`src/wgm_pkg.sv`:
```
// Package for the wildcard glob matcher: sizes, pattern byte codes,
// register indexes and the structs passed along the cell chain.
// No dependencies.
`default_nettype none

package wgm_pkg;

   localparam int MAX_PATTERN    = 32;
   localparam int LEN_W          = $clog2(MAX_PATTERN + 1);
   localparam int CHAR_W         = 8;
   localparam int WORD_W         = 64;
   localparam int PAT_WORDS      = 4;
   localparam int BYTES_PER_WORD = WORD_W / CHAR_W;
   localparam int PAT_BYTES      = PAT_WORDS * BYTES_PER_WORD;
   localparam int CSR_IDX_W      = 3;

   localparam logic [CHAR_W-1:0] STAR_BYTE = 8'h2A;
   localparam logic [CHAR_W-1:0] ANY_BYTE  = 8'h3F;

   localparam logic [CSR_IDX_W-1:0] CSR_PATTERN_LENGTH = 3'd0;
   localparam logic [CSR_IDX_W-1:0] CSR_PATTERN_WORD_0 = 3'd1;
   localparam logic [CSR_IDX_W-1:0] CSR_PATTERN_WORD_1 = 3'd2;
   localparam logic [CSR_IDX_W-1:0] CSR_PATTERN_WORD_2 = 3'd3;
   localparam logic [CSR_IDX_W-1:0] CSR_PATTERN_WORD_3 = 3'd4;

   // Per-beat control broadcast to every cell
   typedef struct packed {
      logic              load;
      logic              start;
      logic              consume;
      logic [CHAR_W-1:0] text_char;
   } wgm_ctl_type;

   // Handed from cell j-1 to cell j
   typedef struct packed {
      logic reload;    // reload row bit j-1
      logic row;       // old row bit j-1 (after any reload)
      logic next;      // new row bit j-1
   } wgm_link_type;

endpackage

`default_nettype wire

```
`src/wgm_cell.sv`:
```
// One pattern position of the match row: holds row bit j and updates it
// from its left neighbor's link. Depends on wgm_pkg.
`default_nettype none

module wgm_cell (
   input  logic                           clock,
   input  logic                           reset,
   input  wgm_pkg::wgm_ctl_type           ctl,
   input  logic [wgm_pkg::CHAR_W-1:0]     pat_char,
   input  logic                           active,
   input  wgm_pkg::wgm_link_type          link_in,
   output wgm_pkg::wgm_link_type          link_out,
   output logic                           bit_next
);
   import wgm_pkg::*;

   logic row_ff;
   logic row_in;
   logic is_star;
   logic hit;
   logic reload_bit;
   logic old_self;
   logic new_bit;

   always_comb begin
      is_star    = (pat_char == STAR_BYTE);
      hit        = (pat_char == ANY_BYTE) || (pat_char == ctl.text_char);
      reload_bit = active & is_star & link_in.reload;
      old_self   = ctl.start ? reload_bit : row_ff;
      if (!active) begin
         new_bit = 1'b0;
      end else if (is_star) begin
         new_bit = link_in.next | old_self | link_in.row;
      end else if (hit) begin
         new_bit = link_in.row;
      end else begin
         new_bit = 1'b0;
      end
      row_in   = ctl.consume ? new_bit : old_self;
      bit_next = row_in;
      link_out = '{reload: reload_bit, row: old_self, next: new_bit};
   end

   always_ff @(posedge clock) begin
      if (reset) begin
         row_ff <= 1'b0;
      end else if (ctl.load) begin
         row_ff <= row_in;
      end
   end

endmodule

`default_nettype wire

```
`src/wildcard_glob_matcher.sv`:
```
// Top level of the wildcard glob matcher: config registers, row bit 0,
// the chain of wgm_cell instances and the registered result beat.
// Depends on wgm_pkg and wgm_cell.
//
//   port group | direction | contents
//   req_*      | in        | text_char, start_of_text, empty_text; valid/stall
//   rsp_*      | out       | match; valid/stall
//   csr_*      | in        | write, index, data (64 bits)
//
// One req beat per cycle while req_stall is low; its rsp beat is valid the following cycle.
// The row update is one combinational pass down the cell chain (reload
// chain, then star OR chain), so the chain length sets the clock period.
// req_stall is high only while a result sits in the output register and
// rsp_stall holds it. Synchronous reset clears the row, config registers and valid.
`default_nettype none

module wildcard_glob_matcher (
   input  logic                              clock,
   input  logic                              reset,
   input  logic                              req_valid,
   output logic                              req_stall,
   input  logic [wgm_pkg::CHAR_W-1:0]        req_text_char,
   input  logic                              req_start_of_text,
   input  logic                              req_empty_text,
   output logic                              rsp_valid,
   input  logic                              rsp_stall,
   output logic                              rsp_match,
   input  logic                              csr_write,
   input  logic [wgm_pkg::CSR_IDX_W-1:0]     csr_index,
   input  logic [wgm_pkg::WORD_W-1:0]        csr_data
);
   import wgm_pkg::*;

   logic [LEN_W-1:0]                len_ff;
   logic [PAT_WORDS-1:0][WORD_W-1:0] word_ff;
   logic [LEN_W-1:0]                eff_len;
   logic                            bit0_ff;
   logic                            bit0_in;
   logic                            rsp_valid_ff;
   logic                            rsp_match_ff;
   logic                            match_in;
   logic                            accept;
   wgm_ctl_type                     ctl;
   wgm_link_type                    link [0:MAX_PATTERN];
   logic [MAX_PATTERN:0]            row_next;
   logic [PAT_BYTES*CHAR_W-1:0]     pat_bits;

   assign pat_bits  = word_ff;
   assign req_stall = rsp_valid_ff & rsp_stall;
   assign accept    = req_valid & ~req_stall;
   assign rsp_valid = rsp_valid_ff;
   assign rsp_match = rsp_match_ff;

   always_comb begin
      if (len_ff > LEN_W'(MAX_PATTERN)) begin
         eff_len = LEN_W'(MAX_PATTERN);
      end else begin
         eff_len = len_ff;
      end
      ctl = '{load: accept, start: req_start_of_text, consume: ~req_empty_text,
              text_char: req_text_char};
      if (ctl.consume) begin
         bit0_in = 1'b0;
      end else if (ctl.start) begin
         bit0_in = 1'b1;
      end else begin
         bit0_in = bit0_ff;
      end
   end

   assign link[0]     = '{reload: 1'b1, row: ctl.start | bit0_ff, next: 1'b0};
   assign row_next[0] = bit0_in;

   for (genvar j = 1; j <= MAX_PATTERN; j++) begin : g_cell
      localparam logic [LEN_W-1:0] POS = LEN_W'(j);
      logic [CHAR_W-1:0] pat_char;
      logic              active;
      if (j - 1 < PAT_BYTES) begin : g_byte
         assign pat_char = pat_bits[(j-1)*CHAR_W +: CHAR_W];
      end else begin : g_zero
         assign pat_char = '0;
      end
      assign active = (POS <= eff_len);
      wgm_cell u_cell (
         .clock    (clock),
         .reset    (reset),
         .ctl      (ctl),
         .pat_char (pat_char),
         .active   (active),
         .link_in  (link[j-1]),
         .link_out (link[j]),
         .bit_next (row_next[j])
      );
   end

   always_comb begin
      match_in = 1'b0;
      for (int j = 0; j <= MAX_PATTERN; j++) begin
         if (eff_len == LEN_W'(j)) begin
            match_in = row_next[j];
         end
      end
   end

   always_ff @(posedge clock) begin
      if (reset) begin
         len_ff  <= '0;
         word_ff <= '0;
      end else if (csr_write) begin
         case (csr_index)
            CSR_PATTERN_LENGTH: len_ff     <= csr_data[LEN_W-1:0];
            CSR_PATTERN_WORD_0: word_ff[0] <= csr_data;
            CSR_PATTERN_WORD_1: word_ff[1] <= csr_data;
            CSR_PATTERN_WORD_2: word_ff[2] <= csr_data;
            CSR_PATTERN_WORD_3: word_ff[3] <= csr_data;
            default: ;
         endcase
      end
   end

   always_ff @(posedge clock) begin
      if (reset) begin
         bit0_ff      <= 1'b0;
         rsp_valid_ff <= 1'b0;
      end else begin
         if (accept) begin
            bit0_ff      <= bit0_in;
            rsp_valid_ff <= 1'b1;
         end else if (!rsp_stall) begin
            rsp_valid_ff <= 1'b0;
         end
      end
   end

   always_ff @(posedge clock) begin
      if (accept) begin
         rsp_match_ff <= match_in;
      end
   end

endmodule

`default_nettype wire

```
`config.mk`:
```
export PLATFORM = sky130hd
export DESIGN_NAME = wildcard_glob_matcher
export DESIGN_NICKNAME = d
export VERILOG_FILES = /design/src/wgm_pkg.sv /design/src/wgm_cell.sv /design/src/wildcard_glob_matcher.sv
export SDC_FILE = /design/constraint.sdc
export NUM_CORES = 1
export LEC_CHECK = 0
export ABC_AREA = 0
export BUFFER_PORTS_ARGS = -buffer_cell sky130_fd_sc_hd__buf_2
export CORE_MARGIN = 2
export CORE_UTILIZATION = 46
export DETAILED_ROUTE_END_ITERATION = 7
export PLACE_DENSITY = 0.64
export REMOVE_ABC_BUFFERS = 1
export SKIP_CTS_REPAIR_TIMING = 1
export SYNTH_ARGS = -nofsm -noshare
export SYNTH_HDL_FRONTEND = slang
export SYNTH_SLANG_ARGS = --single-unit
```
`constraint.sdc`:
```
create_clock -name clock -period 4.65 [get_ports clock]
set_clock_uncertainty 0.15 [all_clocks]
set_input_delay 0.2325 -clock clock [delete_from_list [all_inputs] [get_ports clock]]
set_output_delay 0.2325 -clock clock [all_outputs]
set_load 0.005 [all_outputs]
```
==> flow_metrics.py <==
metrics = {
    "synth": {
        "yosys.cell_types.count": 106,
        "post_synth_inst_count": 2517,
        "synth_ff_type": "sky130_fd_sc_hd__dfxtp_1",
        "yosys_warnings": 0,
        "post_synth.cell_area_avg_sq_um": 7.24,
        "post_synth_most_frequent_cells": "625 x sky130_fd_sc_hd__nand2_1, 332 x sky130_fd_sc_hd__a21oi_1, 296 x sky130_fd_sc_hd__dfxtp_1",
        "synth_area_sq_mm": 0.0182,
        "synth_top_area_share_pct": 32.5,
        "share_of_synthesized_area_occupied_by_flip_flops_and_latches_pct": 32.7,
        "synth_edf_count": 1,
        "ys_seq_elements": 297,
        "synth_area_leaders": "sky130_fd_sc_hd__dfxtp_1 33%, sky130_fd_sc_hd__nand2_1 13%, sky130_fd_sc_hd__a21oi_1 9.1%, sky130_fd_sc_hd__xnor2_1 8.5%, sky130_fd_sc_hd__xor2_1 3.8%",
        "yosysMostFrequentCell": "sky130_fd_sc_hd__nand2_1",
        "synthArstFlopShare_pct": 0,
        "netlist.top_cell.by_area": "sky130_fd_sc_hd__dfxtp_1",
    },
    "place": {
        "place.port_buffers": 84,
        "place.gp.congestion": 1.05,
        "place_worst_setup_slack_ps": -312,
        "placed_cell_area_sq_mm": 0.0210,
        "dp_cells": 3252,
        "post-dp-hpwl_um": 55200,
    },
    "global_route": {
        "grt_antenna_before_repair": 3,
        "grt_overflow": 0,
        "number_of_global_route_vias_before_repair": 18700,
        "globalRoute.busiestLayer": "met2",
        "met3_usage_pct": 5.60,
        "pin_count_of_the_biggest_net_entering_global_routing": 131,
        "grt_pass1_wl_um": 112000,
        "grt_util_all_layers_pct": 35.1,
        "use_met2_pct": 58.4,
        "grt_util_met1_pct": 45.9,
    },
    "power_and_ir_drop": {
        "total_leakage_power_nw": 8.48,
        "peakVddDrop_mv": 0.267,
        "power_density_mw_per_mm2": 273,
    },
    "route": {
        "vias": 20000,
        "routed_wire_length_per_instance_um": 22.1,
        "wl_um": 74800,
        "initialDrtViolationCount": 1768,
        "drc": 0,
        "antenna_left": 0,
        "drt_pass1_iterations": 5,
        "vias_per_cell": 5.90,
    },
    "layout": {
        "num_antenna_cells": 0,
        "nFillCells": 3636,
        "final_cell_count_no_fill": 3390,
        "layout.nets": 2928,
        "area_delta_synth_final_pct": 29.3,
        "finalInstanceArea_sq_mm": 0.0236,
        "post_route_cells_drive_above_1_share_pct": 20.7,
    },
    "sta": {
        "final-max-slew-violation-count": 0,
        "fin_crit_sh_pct": 98.4,
        "finalWorstPathRequiredPeriod_ps": 4580,
        "max_slew.worst_pin.slew_ps": 1140,
        "setup_viol": 0,
        "max-slew-margin-rel_pct": 24.1,
        "finalWorstSetupSlack_ps": 72.3,
        "timing_hold_violations_final": 0,
        "max_freq_ghz": 0.218,
    },
    "setup_path": {
        "critPathKind": "reg2reg",
        "worstPathRequired_ps": 4800,
        "cp_data_arrival_time_ps": 4730,
        "worst_setup_path_start_kind": "register",
        "critical_path.max_fanout": 7,
        "worstSetupEndpointType": "register",
    },
    "die": {
        "floorplan.io_pins": 85,
        "core_area_sq_mm": 0.0389,
        "std_cell_rows": 72,
        "die_w_um": 203,
        "die_height_um": 203,
        "die_area_sq_mm": 0.0412,
        "start_util_pct": 46.8,
    },
    "clock_network": {
        "clk_root_buffer_cell": "sky130_fd_sc_hd__clkbuf_16",
        "cts_h_tree_lvls": 2,
        "cts.sinks": 297,
        "clockBufferDepth": 3,
        "insertion_delay_ps": 550,
        "tritoncts_clock_tree": "yes",
        "cts.clk_slew.worst_paths_ps": 60,
        "cts_inserted_buffers": 36,
    },
    "worst_hold_path": {
        "timing.hold.worst.class": "in2reg",
    },
    "flow_run": {
        "max-cap-violations": 0,
    },
    "outcome": {
        "status": "complete, no violations",
    },
}
[flip-flops by register name, summed over array words and instances, names as in the netlist]
signal / count
g_cell.pat_char: 256
g_cell.u_cell.row_ff: 32
len_ff: 6
rsp_match: 1
rsp_valid: 1
bit0_ff: 1
[stage by stage]
step / setup TNS [ps] / total power [mW] / hold slack (ps) / utilization, %
after floorplan: -371 / 3.02 / 152 / -
after global placement: -693 / 3.43 / 295 / 54.0
after detailed placement: -776 / 3.44 / 299 / 54.0
after CTS: -978 / 6.41 / -257 / 57.2
after global routing: -29.9 / 6.65 / 92.6 / 60.5
final: 0 / 6.44 / 27.1 / 60.5
[metal layers]
layer,share of wire (%),wire length (um),vias to the layer above
met5,0.016,12,-
met4,3.5,2650,2
met3,7.2,5410,154
met2,47,34900,747
met1,43,31800,9626
li1,-,-,9482
[logic make-up (layout without fill, tap and decap cells)]
family	count (synthesis)	count (layout)	synth area share [%]
AO/OA/AOI/OAI	590	590	19.9
XOR/XNOR	256	256	12.3
buffers and inverters	188	543	4.39
flip-flops	297	297	32.7
multiplexers	6	6	0.336
AND/OR/NAND/NOR	1180	1180	30.4
[critical path: stages, from the launching register on]
cell and delay, ps:
sky130_fd_sc_hd__dfxtp_4 360, sky130_fd_sc_hd__or4_4 610, sky130_fd_sc_hd__nand4_1 280, sky130_fd_sc_hd__a2111oi_4 50, sky130_fd_sc_hd__buf_4 170, sky130_fd_sc_hd__buf_6 140
sky130_fd_sc_hd__a22oi_1 270, sky130_fd_sc_hd__nor2_1 110, sky130_fd_sc_hd__nor4_1 300, sky130_fd_sc_hd__buf_4 180, sky130_fd_sc_hd__a22oi_1 80, sky130_fd_sc_hd__buf_4 160
sky130_fd_sc_hd__a21oi_4 220, sky130_fd_sc_hd__buf_6 130, sky130_fd_sc_hd__o31ai_1 80, sky130_fd_sc_hd__buf_4 150, sky130_fd_sc_hd__a32oi_2 180, sky130_fd_sc_hd__nor3_1 70
sky130_fd_sc_hd__a2111o_1 390, sky130_fd_sc_hd__o2bb2ai_4 170, sky130_fd_sc_hd__a21oi_2 70
[layout make-up]
type | count | area (sq um) | area share, %
clock buffers | 53 | 1090 | 4.61
clock inverters | 11 | 159 | 0.675
inverters | 19 | 71.3 | 0.303
repair buffers | 460 | 3600 | 15.3
flip-flops and latches | 297 | 5970 | 25.4
multi-input cells | 2032 | 12000 | 51.0
well taps | 518 | 648 | 2.75
[path summary, 6_finish.rpt]
| path | startpoint | end | slack (ps) | cells past startpoint |
|---|---|---|---|---|
| max | len_ff[2]$_SDFFE_PP0P_ | rsp_match$_DFFE_PP_ | 70 | 20 |
| min reg2reg | g_cell[26].u_cell.row_ff$_SDFFE_PP0P_ | g_cell[26].u_cell.row_ff$_SDFFE_PP0P_ | 310 | 2 |
| min | reset | g_cell[28].u_cell.row_ff$_SDFFE_PP0P_ | 30 | 2 |
| max reg2reg | len_ff[2]$_SDFFE_PP0P_ | rsp_match$_DFFE_PP_ | 70 | 20 |
[cell usage in the layout, fill, tap and decap left out, types with 10 or more instances in the layout]
cell | Yosys | layout
sky130_fd_sc_hd__xor2_1 | 80 | 80
sky130_fd_sc_hd__nor3_1 | 57 | 51
sky130_fd_sc_hd__inv_1 | 18 | 18
sky130_fd_sc_hd__and2_1 | 16 | 16
sky130_fd_sc_hd__buf_2 | 7 | 83
sky130_fd_sc_hd__o22ai_1 | 14 | 13
sky130_fd_sc_hd__o21ai_0 | 52 | 47
sky130_fd_sc_hd__buf_4 | 0 | 291
sky130_fd_sc_hd__dfxtp_1 | 296 | 289
sky130_fd_sc_hd__clkbuf_16 | 0 | 37
sky130_fd_sc_hd__nand3_1 | 58 | 51
sky130_fd_sc_hd__a211oi_1 | 11 | 10
sky130_fd_sc_hd__xnor2_1 | 176 | 176
sky130_fd_sc_hd__a22oi_1 | 13 | 13
sky130_fd_sc_hd__clkbuf_8 | 6 | 10
sky130_fd_sc_hd__nor4_1 | 42 | 37
sky130_fd_sc_hd__nand4_1 | 86 | 86
sky130_fd_sc_hd__buf_12 | 0 | 12
sky130_fd_sc_hd__nor2b_1 | 16 | 16
sky130_fd_sc_hd__a21oi_1 | 332 | 329
sky130_fd_sc_hd__or2_2 | 16 | 15
sky130_fd_sc_hd__o21a_1 | 13 | 13
sky130_fd_sc_hd__nor2_1 | 136 | 133
sky130_fd_sc_hd__and3_1 | 28 | 25
sky130_fd_sc_hd__nand2_1 | 625 | 623
sky130_fd_sc_hd__dlygate4sd3_1 | 0 | 66
sky130_fd_sc_hd__nand2b_1 | 10 | 10
sky130_fd_sc_hd__o211ai_1 | 30 | 30
sky130_fd_sc_hd__a31oi_1 | 17 | 16
sky130_fd_sc_hd__or3_1 | 19 | 16
[report_power, final]
part           internal (mW)  switching [mW]
combinational          0.330           0.481
clock                   1.84            1.13
sequential              2.60          0.0560
total                   4.77            1.67
(Power assumes the default switching activity.)
